## config.mk

```make
export PLATFORM = sky130hd
export DESIGN_NAME = touch_wheel_centroid_decoder
export DESIGN_NICKNAME = d
export VERILOG_FILES = /design/src/sv/twc_pkg.sv /design/src/sv/twc_div.sv /design/src/sv/twc_cordic.sv /design/src/sv/twc_mul.sv /design/src/sv/touch_wheel_centroid_decoder.sv
export SDC_FILE = /design/constraint.sdc
export NUM_CORES = 2
export LEC_CHECK = 0
export BUFFER_PORTS_ARGS = -buffer_cell sky130_fd_sc_hd__buf_4
export CAP_MARGIN = 30
export CORE_MARGIN = 2
export CORE_UTILIZATION = 34
export DETAILED_ROUTE_END_ITERATION = 7
export PLACE_DENSITY = 0.5
export SYNTH_ARGS = -nofsm -noshare
export SYNTH_HDL_FRONTEND = slang
export SYNTH_SLANG_ARGS = --single-unit
```

## constraint.sdc

```tcl
create_clock -name clk -period 23.8 [get_ports clk]
set_clock_uncertainty 0.05 [all_clocks]
set_input_delay 1.19 -clock clk [delete_from_list [all_inputs] [get_ports clk]]
set_output_delay 1.19 -clock clk [all_outputs]
set_load 0.02 [all_outputs]
```

## src/sv/twc_pkg.sv

```systemverilog
// Package for the touch wheel centroid decoder: constants, state codes,
// control struct and the CORDIC arctangent table. No dependencies.
package twc_pkg;

  localparam int PADS_DEF     = 12;
  localparam int FRAC_BITS    = 8;
  localparam int CORDIC_STEPS = 16;
  localparam int IDX_W        = $clog2(CORDIC_STEPS);
  localparam int UNIT_START   = 9949;
  localparam int FALLBACK_TOP = 32;
  localparam int ACTIVE_PEAK  = 10;
  localparam int CX_W         = 35;
  localparam int CZ_W         = 33;
  localparam int MA_W         = 33;
  localparam int MB_W         = 12;
  localparam int MP_W         = MA_W + MB_W;
  localparam int PHASE_W      = 32;

  localparam logic FUNC_SAMPLE = 1'b0;
  localparam logic FUNC_READ   = 1'b1;

  localparam logic REG_RING_COUNT = 1'b0;
  localparam logic REG_INVERT     = 1'b1;

  typedef enum logic [4:0] {
    ST_IDLE,
    ST_DIV,
    ST_ROT,
    ST_M0,
    ST_M1,
    ST_M2,
    ST_M3,
    ST_M4,
    ST_FRAME,
    ST_VEC,
    ST_MULP,
    ST_POS,
    ST_UPD,
    ST_UP,
    ST_DN,
    ST_OUT,
    ST_READ
  } state_t;

  typedef struct packed {
    logic load;
    logic step;
    logic vec;
  } cordic_ctl_t;

  function automatic logic [31:0] turn_atan(input logic [IDX_W-1:0] i);
    logic [31:0] a;
    unique case (i)
      4'd0:    a = 32'h2000_0000;
      4'd1:    a = 32'h12E4_051E;
      4'd2:    a = 32'h09FB_385B;
      4'd3:    a = 32'h0511_11D4;
      4'd4:    a = 32'h028B_0D43;
      4'd5:    a = 32'h0145_D7E1;
      4'd6:    a = 32'h00A2_F61E;
      4'd7:    a = 32'h0051_7C55;
      4'd8:    a = 32'h0028_BE53;
      4'd9:    a = 32'h0014_5F2F;
      4'd10:   a = 32'h000A_2F98;
      4'd11:   a = 32'h0005_17CC;
      4'd12:   a = 32'h0002_8BE6;
      4'd13:   a = 32'h0001_45F3;
      4'd14:   a = 32'h0000_A2F9;
      default: a = 32'h0000_517D;
    endcase
    return a;
  endfunction

endpackage

```

## src/sv/twc_div.sv

```systemverilog
// Bit-serial restoring divider: phase = (slot << 32) / count.
// Depends on twc_pkg.
module twc_div #(
  parameter int CW = 4
) (
  input  logic                           clk,
  input  logic                           rst,
  input  logic                           start,
  input  logic [3:0]                     slot,
  input  logic [CW-1:0]                  count,
  output logic                           busy,
  output logic [twc_pkg::PHASE_W-1:0]    q
);

  logic [CW:0] rem;
  logic [CW:0] trial;
  logic        ge;
  logic [5:0]  cnt;
  logic        run;

  assign trial = {rem[CW-1:0], 1'b0};
  assign ge    = trial >= {1'b0, count};
  assign busy  = run;

  always_ff @(posedge clk) begin
    if (rst) begin
      run <= 1'b0;
      cnt <= '0;
    end else if (start) begin
      run <= 1'b1;
      cnt <= '0;
    end else if (run) begin
      cnt <= cnt + 6'd1;
      if (cnt == 6'(twc_pkg::PHASE_W - 1)) run <= 1'b0;
    end
  end

  always_ff @(posedge clk) begin
    if (start) begin
      rem <= (CW+1)'(slot);
      q   <= '0;
    end else if (run) begin
      rem <= ge ? trial - {1'b0, count} : trial;
      q   <= {q[twc_pkg::PHASE_W-2:0], ge};
    end
  end

endmodule

```

## src/sv/twc_cordic.sv

```systemverilog
// Shared CORDIC iteration unit, rotating or vectoring, one step per cycle.
// Depends on twc_pkg (table, widths, control struct).
module twc_cordic (
  input  logic                              clk,
  input  twc_pkg::cordic_ctl_t              ctl,
  input  logic [twc_pkg::IDX_W-1:0]         idx,
  input  logic signed [twc_pkg::CX_W-1:0]   x0,
  input  logic signed [twc_pkg::CX_W-1:0]   y0,
  input  logic signed [twc_pkg::CZ_W-1:0]   z0,
  output logic signed [twc_pkg::CX_W-1:0]   x,
  output logic signed [twc_pkg::CX_W-1:0]   y,
  output logic signed [twc_pkg::CZ_W-1:0]   z
);

  logic                            ccw;
  logic signed [twc_pkg::CX_W-1:0] xs;
  logic signed [twc_pkg::CX_W-1:0] ys;
  logic signed [twc_pkg::CZ_W-1:0] a;

  assign ccw = ctl.vec ? y[twc_pkg::CX_W-1] : !z[twc_pkg::CZ_W-1];
  assign xs  = x >>> idx;
  assign ys  = y >>> idx;
  assign a   = $signed({1'b0, twc_pkg::turn_atan(idx)});

  always_ff @(posedge clk) begin
    if (ctl.load) begin
      x <= x0;
      y <= y0;
      z <= z0;
    end else if (ctl.step) begin
      x <= ccw ? x - ys : x + ys;
      y <= ccw ? y + xs : y - xs;
      z <= ccw ? z - a : z + a;
    end
  end

endmodule

```

## src/sv/twc_mul.sv

```systemverilog
// Shared signed multiplier with registered product.
// Depends on twc_pkg (operand widths).
module twc_mul (
  input  logic                              clk,
  input  logic signed [twc_pkg::MA_W-1:0]   a,
  input  logic signed [twc_pkg::MB_W-1:0]   b,
  output logic signed [twc_pkg::MP_W-1:0]   p
);

  always_ff @(posedge clk) begin
    p <= a * b;
  end

endmodule

```

## src/sv/touch_wheel_centroid_decoder.sv

```systemverilog
// Touch wheel centroid decoder top level: sequencer, sums, debounce, steps.
// Depends on twc_pkg, twc_div, twc_cordic, twc_mul.
//
//  channel | handshake           | words
//  in      | in_valid/in_ready   | func, ring_slot, baseline/filtered, touched, last
//  out     | out_valid/out_ready | step_delta, accum_steps, flags, wheel_position
//  cfg     | cfg_write           | cfg_index, cfg_data
//
// Sample in ring: divider (32 quotient bits, then the CORDIC load), 16 CORDIC
// rotations and the multiply states M0 to M4, then idle before the next word.
// Frame end adds a load, 16 vectoring steps, MULP, POS, UPD, UP, DN and OUT,
// with UP or DN held per whole step; no strength or a zero sum skips VEC.
// Read word: the READ state, then idle. A held result stalls output and read.
// in_ready is high only in idle; the next word can enter while a result waits.
// Synchronous reset sets sequencer, config, sums and steps; no clearing pass.
module touch_wheel_centroid_decoder #(
  parameter int PADS = twc_pkg::PADS_DEF
) (
  input  logic               clk,
  input  logic               rst,
  input  logic               in_valid,
  output logic               in_ready,
  input  logic               func,
  input  logic [3:0]         ring_slot,
  input  logic [9:0]         baseline_value,
  input  logic [9:0]         filtered_value,
  input  logic [11:0]        touched_bits,
  input  logic               last_in_frame,
  output logic               out_valid,
  input  logic               out_ready,
  output logic signed [4:0]  step_delta,
  output logic signed [15:0] accum_steps,
  output logic               wheel_active,
  output logic               position_valid,
  output logic [11:0]        wheel_position,
  input  logic               cfg_write,
  input  logic               cfg_index,
  input  logic [3:0]         cfg_data
);

  localparam int CW   = $clog2(PADS + 1);
  localparam int FB   = twc_pkg::FRAC_BITS;
  localparam int PSW  = FB + CW;
  localparam int DW   = PSW + 3;
  localparam int XW   = twc_pkg::CX_W;
  localparam int ZW   = twc_pkg::CZ_W;
  localparam int IW   = twc_pkg::IDX_W;

  twc_pkg::state_t state, state_next;

  logic [3:0]    ring_count;
  logic          invert_direction;
  logic [CW-1:0] count;

  logic [3:0]         s_slot;
  logic signed [10:0] s_main;
  logic signed [10:0] s_fb;
  logic               take_m, take_f, s_last;
  logic [11:0]        s_touched;
  logic               flip;

  logic signed [31:0] sum_x_main, sum_y_main, sum_x_fallback, sum_y_fallback;
  logic [9:0]         peak_main;
  logic [5:0]         peak_fallback;
  logic               active_flag;
  logic [1:0]         active_run, quiet_run;
  logic [PSW-1:0]     previous_position;
  logic               previous_valid;
  logic signed [DW-1:0] fraction_move;
  logic signed [15:0] step_total;
  logic signed [5:0]  step_cnt;
  logic [PSW-1:0]     pos;
  logic               frame_valid;
  logic               angle_zero;
  logic [IW-1:0]      idx;

  logic                      div_start, div_busy;
  logic [31:0]               div_q;
  twc_pkg::cordic_ctl_t      cctl;
  logic signed [XW-1:0]      cx0, cy0, cord_x, cord_y;
  logic signed [ZW-1:0]      cz0, cord_z;
  logic signed [twc_pkg::MA_W-1:0] mul_a;
  logic signed [twc_pkg::MB_W-1:0] mul_b;
  logic signed [twc_pkg::MP_W-1:0] prod;

  logic               accept, out_free, in_range;
  logic signed [10:0] sm_in, sf_in;
  logic [31:0]        phase_adj;
  logic               flip_in;
  logic signed [32:0] ux;
  logic signed [32:0] uy;
  logic               sel_main;
  logic [9:0]         peak_sel;
  logic signed [31:0] sx_sel, sy_sel;
  logic               hit;
  logic [1:0]         ar_new, qr_new;
  logic               act_new;
  logic signed [DW-1:0] full, halfring, half, one, diff0, diff1, diff2;

  // ---------------------------------------------------------------- units
  twc_div #(.CW(CW)) u_div (
    .clk(clk), .rst(rst), .start(div_start), .slot(ring_slot), .count(count),
    .busy(div_busy), .q(div_q)
  );

  twc_cordic u_cordic (
    .clk(clk), .ctl(cctl), .idx(idx), .x0(cx0), .y0(cy0), .z0(cz0),
    .x(cord_x), .y(cord_y), .z(cord_z)
  );

  twc_mul u_mul (.clk(clk), .a(mul_a), .b(mul_b), .p(prod));

  // ---------------------------------------------------------------- misc logic
  always_comb begin
    if (ring_count == 4'd0)                 count = CW'(1);
    else if ({1'b0, ring_count} > 5'(PADS)) count = CW'(PADS);
    else                                    count = CW'(ring_count);
  end

  assign accept   = in_valid && in_ready;
  assign out_free = !out_valid || out_ready;
  assign in_range = {1'b0, ring_slot} < 5'(count);
  assign sm_in    = $signed({1'b0, baseline_value}) - $signed({1'b0, filtered_value});
  assign sf_in    = 11'(twc_pkg::FALLBACK_TOP) - $signed({1'b0, filtered_value});

  assign phase_adj = div_q + 32'h4000_0000;
  assign flip_in   = phase_adj[31];

  assign ux = flip ? -33'(cord_x) : 33'(cord_x);
  assign uy = flip ? -33'(cord_y) : 33'(cord_y);

  assign sel_main = peak_main != 10'd0;
  assign peak_sel = sel_main ? peak_main : 10'(peak_fallback);
  assign sx_sel   = sel_main ? sum_x_main : sum_x_fallback;
  assign sy_sel   = sel_main ? sum_y_main : sum_y_fallback;

  assign hit     = (s_touched != 12'd0) || (peak_sel >= 10'(twc_pkg::ACTIVE_PEAK));
  assign ar_new  = hit ? ((active_run == 2'd3) ? 2'd3 : active_run + 2'd1) : 2'd0;
  assign qr_new  = hit ? 2'd0 : ((quiet_run == 2'd3) ? 2'd3 : quiet_run + 2'd1);
  always_comb begin
    act_new = active_flag;
    if (!active_flag && ar_new >= 2'd2) act_new = 1'b1;
    if (active_flag && qr_new == 2'd3)  act_new = 1'b0;
  end

  assign full     = DW'(count) <<< FB;
  assign halfring = DW'(count) <<< (FB - 1);
  assign half     = DW'(1) <<< (FB - 1);
  assign one      = DW'(1) <<< FB;
  assign diff0    = DW'(pos) - DW'(previous_position);
  always_comb begin
    if (diff0 > halfring)       diff1 = diff0 - full;
    else if (diff0 < -halfring) diff1 = diff0 + full;
    else                        diff1 = diff0;
  end
  assign diff2 = invert_direction ? -diff1 : diff1;

  // ---------------------------------------------------------------- next state
  always_comb begin
    state_next = state;
    unique case (state)
      twc_pkg::ST_IDLE: begin
        if (accept) begin
          if (func == twc_pkg::FUNC_READ) state_next = twc_pkg::ST_READ;
          else if (in_range)              state_next = twc_pkg::ST_DIV;
          else if (last_in_frame)         state_next = twc_pkg::ST_FRAME;
        end
      end
      twc_pkg::ST_DIV:   if (!div_busy) state_next = twc_pkg::ST_ROT;
      twc_pkg::ST_ROT:   if (idx == IW'(twc_pkg::CORDIC_STEPS - 1)) state_next = twc_pkg::ST_M0;
      twc_pkg::ST_M0:    state_next = twc_pkg::ST_M1;
      twc_pkg::ST_M1:    state_next = twc_pkg::ST_M2;
      twc_pkg::ST_M2:    state_next = twc_pkg::ST_M3;
      twc_pkg::ST_M3:    state_next = twc_pkg::ST_M4;
      twc_pkg::ST_M4:    state_next = s_last ? twc_pkg::ST_FRAME : twc_pkg::ST_IDLE;
      twc_pkg::ST_FRAME: begin
        if (peak_sel == 10'd0 || (sx_sel == 32'sd0 && sy_sel == 32'sd0))
          state_next = twc_pkg::ST_MULP;
        else
          state_next = twc_pkg::ST_VEC;
      end
      twc_pkg::ST_VEC:   if (idx == IW'(twc_pkg::CORDIC_STEPS - 1)) state_next = twc_pkg::ST_MULP;
      twc_pkg::ST_MULP:  state_next = twc_pkg::ST_POS;
      twc_pkg::ST_POS:   state_next = twc_pkg::ST_UPD;
      twc_pkg::ST_UPD:   state_next = twc_pkg::ST_UP;
      twc_pkg::ST_UP:    if (fraction_move < half) state_next = twc_pkg::ST_DN;
      twc_pkg::ST_DN:    if (fraction_move > -half) state_next = twc_pkg::ST_OUT;
      twc_pkg::ST_OUT:   if (out_free) state_next = twc_pkg::ST_IDLE;
      twc_pkg::ST_READ:  if (out_free) state_next = twc_pkg::ST_IDLE;
      default:           state_next = twc_pkg::ST_IDLE;
    endcase
  end

  // ---------------------------------------------------------------- unit control
  always_comb begin
    in_ready  = state == twc_pkg::ST_IDLE;
    div_start = accept && func == twc_pkg::FUNC_SAMPLE && in_range;
    cctl      = '0;
    cx0       = XW'(twc_pkg::UNIT_START);
    cy0       = '0;
    cz0       = ZW'($signed({flip_in ^ div_q[31], div_q[30:0]}));
    mul_a     = ux;
    mul_b     = 12'(s_main);
    unique case (state)
      twc_pkg::ST_DIV: cctl.load = !div_busy;
      twc_pkg::ST_ROT: cctl.step = 1'b1;
      twc_pkg::ST_M1:  mul_a = uy;
      twc_pkg::ST_M2:  mul_b = 12'(s_fb);
      twc_pkg::ST_M3: begin
        mul_a = uy;
        mul_b = 12'(s_fb);
      end
      twc_pkg::ST_FRAME: begin
        cctl.load = 1'b1;
        cctl.vec  = 1'b1;
        cx0 = sx_sel[31] ? -XW'(sx_sel) : XW'(sx_sel);
        cy0 = sx_sel[31] ? -XW'(sy_sel) : XW'(sy_sel);
        cz0 = sx_sel[31] ? ZW'(33'h0_8000_0000) : '0;
      end
      twc_pkg::ST_VEC: begin
        cctl.step = 1'b1;
        cctl.vec  = 1'b1;
      end
      twc_pkg::ST_MULP: begin
        mul_a = angle_zero ? '0 : $signed({1'b0, cord_z[31:0]});
        mul_b = $signed(12'(count));
      end
      default: ;
    endcase
  end

  // ---------------------------------------------------------------- registers
  always_ff @(posedge clk) begin
    if (rst) begin
      state <= twc_pkg::ST_IDLE;
      ring_count <= 4'd12;
      invert_direction <= 1'b0;
      idx <= '0;
      sum_x_main <= '0;
      sum_y_main <= '0;
      sum_x_fallback <= '0;
      sum_y_fallback <= '0;
      peak_main <= '0;
      peak_fallback <= '0;
      active_flag <= 1'b0;
      active_run <= '0;
      quiet_run <= '0;
      previous_position <= '0;
      previous_valid <= 1'b0;
      fraction_move <= '0;
      step_total <= '0;
      step_cnt <= '0;
      out_valid <= 1'b0;
    end else begin
      state <= state_next;
      if (cfg_write) begin
        if (cfg_index == twc_pkg::REG_RING_COUNT) ring_count <= cfg_data;
        else                                      invert_direction <= cfg_data[0];
      end
      if ((state == twc_pkg::ST_OUT || state == twc_pkg::ST_READ) && out_free)
        out_valid <= 1'b1;
      else if (out_valid && out_ready)
        out_valid <= 1'b0;

      if (cctl.load)      idx <= '0;
      else if (cctl.step) idx <= idx + IW'(1);

      unique case (state)
        twc_pkg::ST_M1: if (take_m) sum_x_main <= sum_x_main + prod[31:0];
        twc_pkg::ST_M2: if (take_m) sum_y_main <= sum_y_main + prod[31:0];
        twc_pkg::ST_M3: if (take_f) sum_x_fallback <= sum_x_fallback + prod[31:0];
        twc_pkg::ST_M4: begin
          if (take_f) sum_y_fallback <= sum_y_fallback + prod[31:0];
          if (take_m && s_main[9:0] > peak_main)    peak_main <= s_main[9:0];
          if (take_f && s_fb[5:0] > peak_fallback)  peak_fallback <= s_fb[5:0];
        end
        twc_pkg::ST_UPD: begin
          active_run  <= ar_new;
          quiet_run   <= qr_new;
          active_flag <= act_new;
          step_cnt    <= '0;
          if (act_new && frame_valid) begin
            if (previous_valid) fraction_move <= fraction_move + diff2;
            previous_position <= pos;
            previous_valid    <= 1'b1;
          end else begin
            previous_valid <= 1'b0;
            fraction_move  <= '0;
          end
          sum_x_main <= '0;
          sum_y_main <= '0;
          sum_x_fallback <= '0;
          sum_y_fallback <= '0;
          peak_main <= '0;
          peak_fallback <= '0;
        end
        twc_pkg::ST_UP: begin
          if (fraction_move >= half) begin
            fraction_move <= fraction_move - one;
            step_cnt <= step_cnt + 6'sd1;
            if (step_total != 16'sh7FFF) step_total <= step_total + 16'sd1;
          end
        end
        twc_pkg::ST_DN: begin
          if (fraction_move <= -half) begin
            fraction_move <= fraction_move + one;
            step_cnt <= step_cnt - 6'sd1;
            if (step_total != 16'sh8000) step_total <= step_total - 16'sd1;
          end
        end
        twc_pkg::ST_READ: if (out_free) step_total <= '0;
        default: ;
      endcase
    end
  end

  always_ff @(posedge clk) begin
    if (accept) begin
      s_slot    <= ring_slot;
      s_main    <= sm_in;
      s_fb      <= sf_in;
      take_m    <= !sm_in[10] && sm_in != 11'sd0;
      take_f    <= sf_in >= 11'sd2;
      s_last    <= last_in_frame;
      s_touched <= touched_bits;
    end
    if (state == twc_pkg::ST_DIV && !div_busy) flip <= flip_in;
    if (state == twc_pkg::ST_FRAME) begin
      frame_valid <= peak_sel != 10'd0;
      angle_zero  <= peak_sel == 10'd0 || (sx_sel == 32'sd0 && sy_sel == 32'sd0);
    end
    if (state == twc_pkg::ST_POS) pos <= prod[32-FB +: PSW];
    if (state == twc_pkg::ST_OUT && out_free) begin
      if (step_cnt > 6'sd15)       step_delta <= 5'sd15;
      else if (step_cnt < -6'sd16) step_delta <= 5'sb1_0000;
      else                         step_delta <= step_cnt[4:0];
      accum_steps    <= step_total;
      wheel_active   <= active_flag;
      position_valid <= frame_valid;
      wheel_position <= frame_valid ? 12'(pos) : 12'd0;
    end
    if (state == twc_pkg::ST_READ && out_free) begin
      step_delta     <= '0;
      accum_steps    <= step_total;
      wheel_active   <= active_flag;
      position_valid <= 1'b0;
      wheel_position <= '0;
    end
  end

  // ---------------------------------------------------------------- checks
  a_frac_range: assert property (@(posedge clk) disable iff (rst)
    state == twc_pkg::ST_IDLE |-> (fraction_move >= -half && fraction_move <= half))
    else $error("fraction out of range");

  a_frac_clear: assert property (@(posedge clk) disable iff (rst)
    (state == twc_pkg::ST_IDLE && !previous_valid) |-> fraction_move == '0)
    else $error("fraction kept without previous position");

  a_main_empty: assert property (@(posedge clk) disable iff (rst)
    (state == twc_pkg::ST_IDLE && peak_main == 10'd0) |->
      (sum_x_main == 32'sd0 && sum_y_main == 32'sd0))
    else $error("main sum without main peak");

  a_debounce: assert property (@(posedge clk) disable iff (rst)
    !(active_flag && quiet_run == 2'd3))
    else $error("active flag held through quiet run");

  a_slot_used: assert property (@(posedge clk) disable iff (rst)
    (state == twc_pkg::ST_M0) |-> ({1'b0, s_slot} < 5'(count)))
    else $error("sample outside ring accumulated");

endmodule
```

==> metrics.yaml <==
place:
  place.gp.congestion: 0.926
  port_buffers: 84
  hpwl_um: 145000
yosys:
  yosys.area.top_type: "dfxtp_1"
  async_reset_ff_share_pct: 0
  synth-xor-area-share_pct: 8.49
  synth_top_family_by_area: "adder cells"
  netlist_area_mm2: 0.0537
  synth-compound-area-share_pct: 18.2
  syn_nets: 7097
  ys_ff_latch: 513
  synthDistinctLibCells: 105
  synth_area_per_cell_um2: 8.50
  synth_edf_count: 176
  ys_warn_count: 0
  netlist.area_leader.share_pct: 12.6
  synth_flop_cell: "dfxtp_1"
  seq_area_frac_synth_pct: 22.4
  synth_area_leaders: "dfxtp_1, fa_1, ha_1"
  synth-adder-area-share_pct: 21.0
  synth.area.mux_share_pct: 7.02
  synthCells: 6325
  yosys.area_share.simple_pct: 17.0
sta:
  fin_crit_ns: 9.08
  tightest_slew_ns: 1.11
  rsz0062_at_grt: "no"
  tns_ns: 0
  finalCritPeriodShare_pct: 38.2
  slew_violations: 0
  hold_violations: 0
  max_freq_mhz: 110
  setup_violations: 0
  max_slew_margin_pct: 26.2
drt:
  postRouteAntennaNets: 0
  vias_per_cell: 5.55
  drcViolationCount: 0
  vias: 46900
  drt_iter0_drc: 3822
  wire_per_inst_um: 22.1
  totalWireLength_um: 186000
  first_pass_iters: 5
worst_setup_path:
  cp-start-kind: "flip-flop"
  cpMaxStageDelayCell: "nor2_1"
  critical_path.most_common_cell: "fa_1"
  worstSetupPathType: "reg -> reg"
  rrSetupSlack_ns: 14.72
  cp.arrival_ns: 9.64
  crit_path_end_kind: "flip-flop"
  cp.required_ns: 24.36
  slowest_delay_ns: 0.77
  path_max_fanout: 29
job:
  max-cap-violations: 0
outcome:
  status: "complete, no violations"
floorplan:
  die_h_um: 402
  die_w_um: 402
  io_pins: 85
  start_util_pct: 34.3
  num_rows: 145
  die_area_mm2: 0.161
  core_mm2: 0.157
clock_tree:
  clock_tree.htree_level_count: 3
  clkTransAtPathRegs_ns: 0.06
  ctsResizeCount: 0
  cts_setup_buffers: 0
  clk_latency_ns: 0.69
  cts_tree: "yes"
  numCtsBuffers: 71
  clock_sinks: 513
  clk_path_buf_depth: 3
  postCtsHoldBufs: 0
  clockRootBuffer: "clkbuf_16"
cells_and_area:
  final_cell_mix: "nor2_1, nand2_1, inv_1, a21oi_1, ha_1"
  drive_above_1_share_pct: 7.76
  final_common_cell: "nor2_1"
  syn_to_final_growth_pct: 10.4
  finalNetCount: 7093
  post-route-util_pct: 37.9
global_routing:
  grt_pass1_vias: 45000
  antenna_found_initial: 6
  grt_max_degree: 110
  grt_util_all_layers_pct: 22.8
  grt_overflow_total: 0
  grt_pass1_wl_um: 284000
hold_path:
  min_path_type: "reg -> reg"
==> cells by family after synthesis <==
family                     after synthesis
other                                    1
DFF                                    513
adders and majority gates              724
xor gates and xnor gates               520
buffers and inverters                  785
muxes                                  274
and+or+nand+nor                       1986
AOI/OAI and AO/OA                     1522
==> registers in the layout, indices dropped and copies added (netlist names), 10 cells and up <==
name and count:
accum_steps 16, s_touched 12, previous_position 12, u_div.q 32, sum_y_fallback 32, u_cordic.a 30, u_mul.p 36, u_cordic.x 35
s_fb 11, step_total 16, u_cordic.z 33, fraction_move 15, sum_x_fallback 32, sum_x_main 32, pos 12, wheel_position 12
u_cordic.y 35, s_main 11, sum_y_main 32, peak_main 10
==> routing by layer <==
| layer | track usage, % | vias up | share of wire, % |
|---|---|---|---|
| li1 | - | 22300 | - |
| met1 | 32.1 | 23000 | 46 |
| met2 | 36.2 | 1332 | 45 |
| met3 | 3.19 | 233 | 5.7 |
| met4 | 6.19 | 2 | 2.9 |
| met5 | 0 | - | 0.0064 |
==> critical path, delay by kind of cell (launching register included) <==
family,cells,cell delay (ns)
flops,1,0.70
compound gates,10,2.36
fa+ha+maj,6,3.01
xor+xnor,2,0.33
simple gates,4,1.61
buf+inv,6,0.89
==> synthesized netlist by cell type, types with 18 or more instances <==
library cell / number
a211o_1: 32
a211oi_1: 45
a21o_1: 161
a21oi_1: 448
a22o_1: 19
a22oi_1: 70
a31oi_1: 64
and2_1: 72
and3_1: 30
buf_1: 18
clkbuf_1: 211
dfxtp_1: 337
edfxtp_1: 176
fa_1: 296
ha_1: 428
inv_1: 519
mux2_2: 42
mux2i_1: 160
mux4_1: 19
mux4_2: 51
nand2_1: 624
nand2b_1: 63
nand3_1: 133
nand4_1: 31
nor2_1: 634
nor2b_1: 52
nor3_1: 130
nor4_1: 38
o211ai_1: 21
o21a_1: 57
o21ai_0: 288
o21bai_1: 38
o22ai_1: 46
o31ai_1: 51
o41ai_1: 20
or2_2: 27
or3_1: 71
xnor2_1: 293
xor2_1: 226
==> layout make-up <==
cell class              instances  area (µm²)
clock inverters                37         483
repair buffers                184        1460
flip-flops and latches        513       12000
well taps                    2058        2570
fillers                     16000       97300
clock buffers                  95        2060
multi-input cells            5027       38700
diodes                          2        5.00
inverters                     524        1970
==> final timing paths <==
check | startpoint | endpoint | depth (start not counted)
max | state[0] | u_mul.p[34] | 28
max reg2reg | state[0] | u_mul.p[34] | 28
min | position_valid | position_valid | 1
min reg2reg | position_valid | position_valid | 1
==> metrics by stage <==
stage | instance area, µm² | hold WS, ns | setup slack, ns | cells
floorplan | 53700 | 0.336 | 16.30 | 6325
global placement | 56600 | 0.384 | 14.77 | 8292
detailed placement | 56700 | 0.391 | 14.83 | 8302
CTS | 59200 | 0.405 | 14.76 | 8434
global route | 59300 | 0.425 | 14.27 | 8440
finish | 59300 | 0.402 | 14.72 | 8440
Power is left out: the tool's default activity adds up to more than one toggle a clock period on the data nets, which glitch-free logic cannot reach.
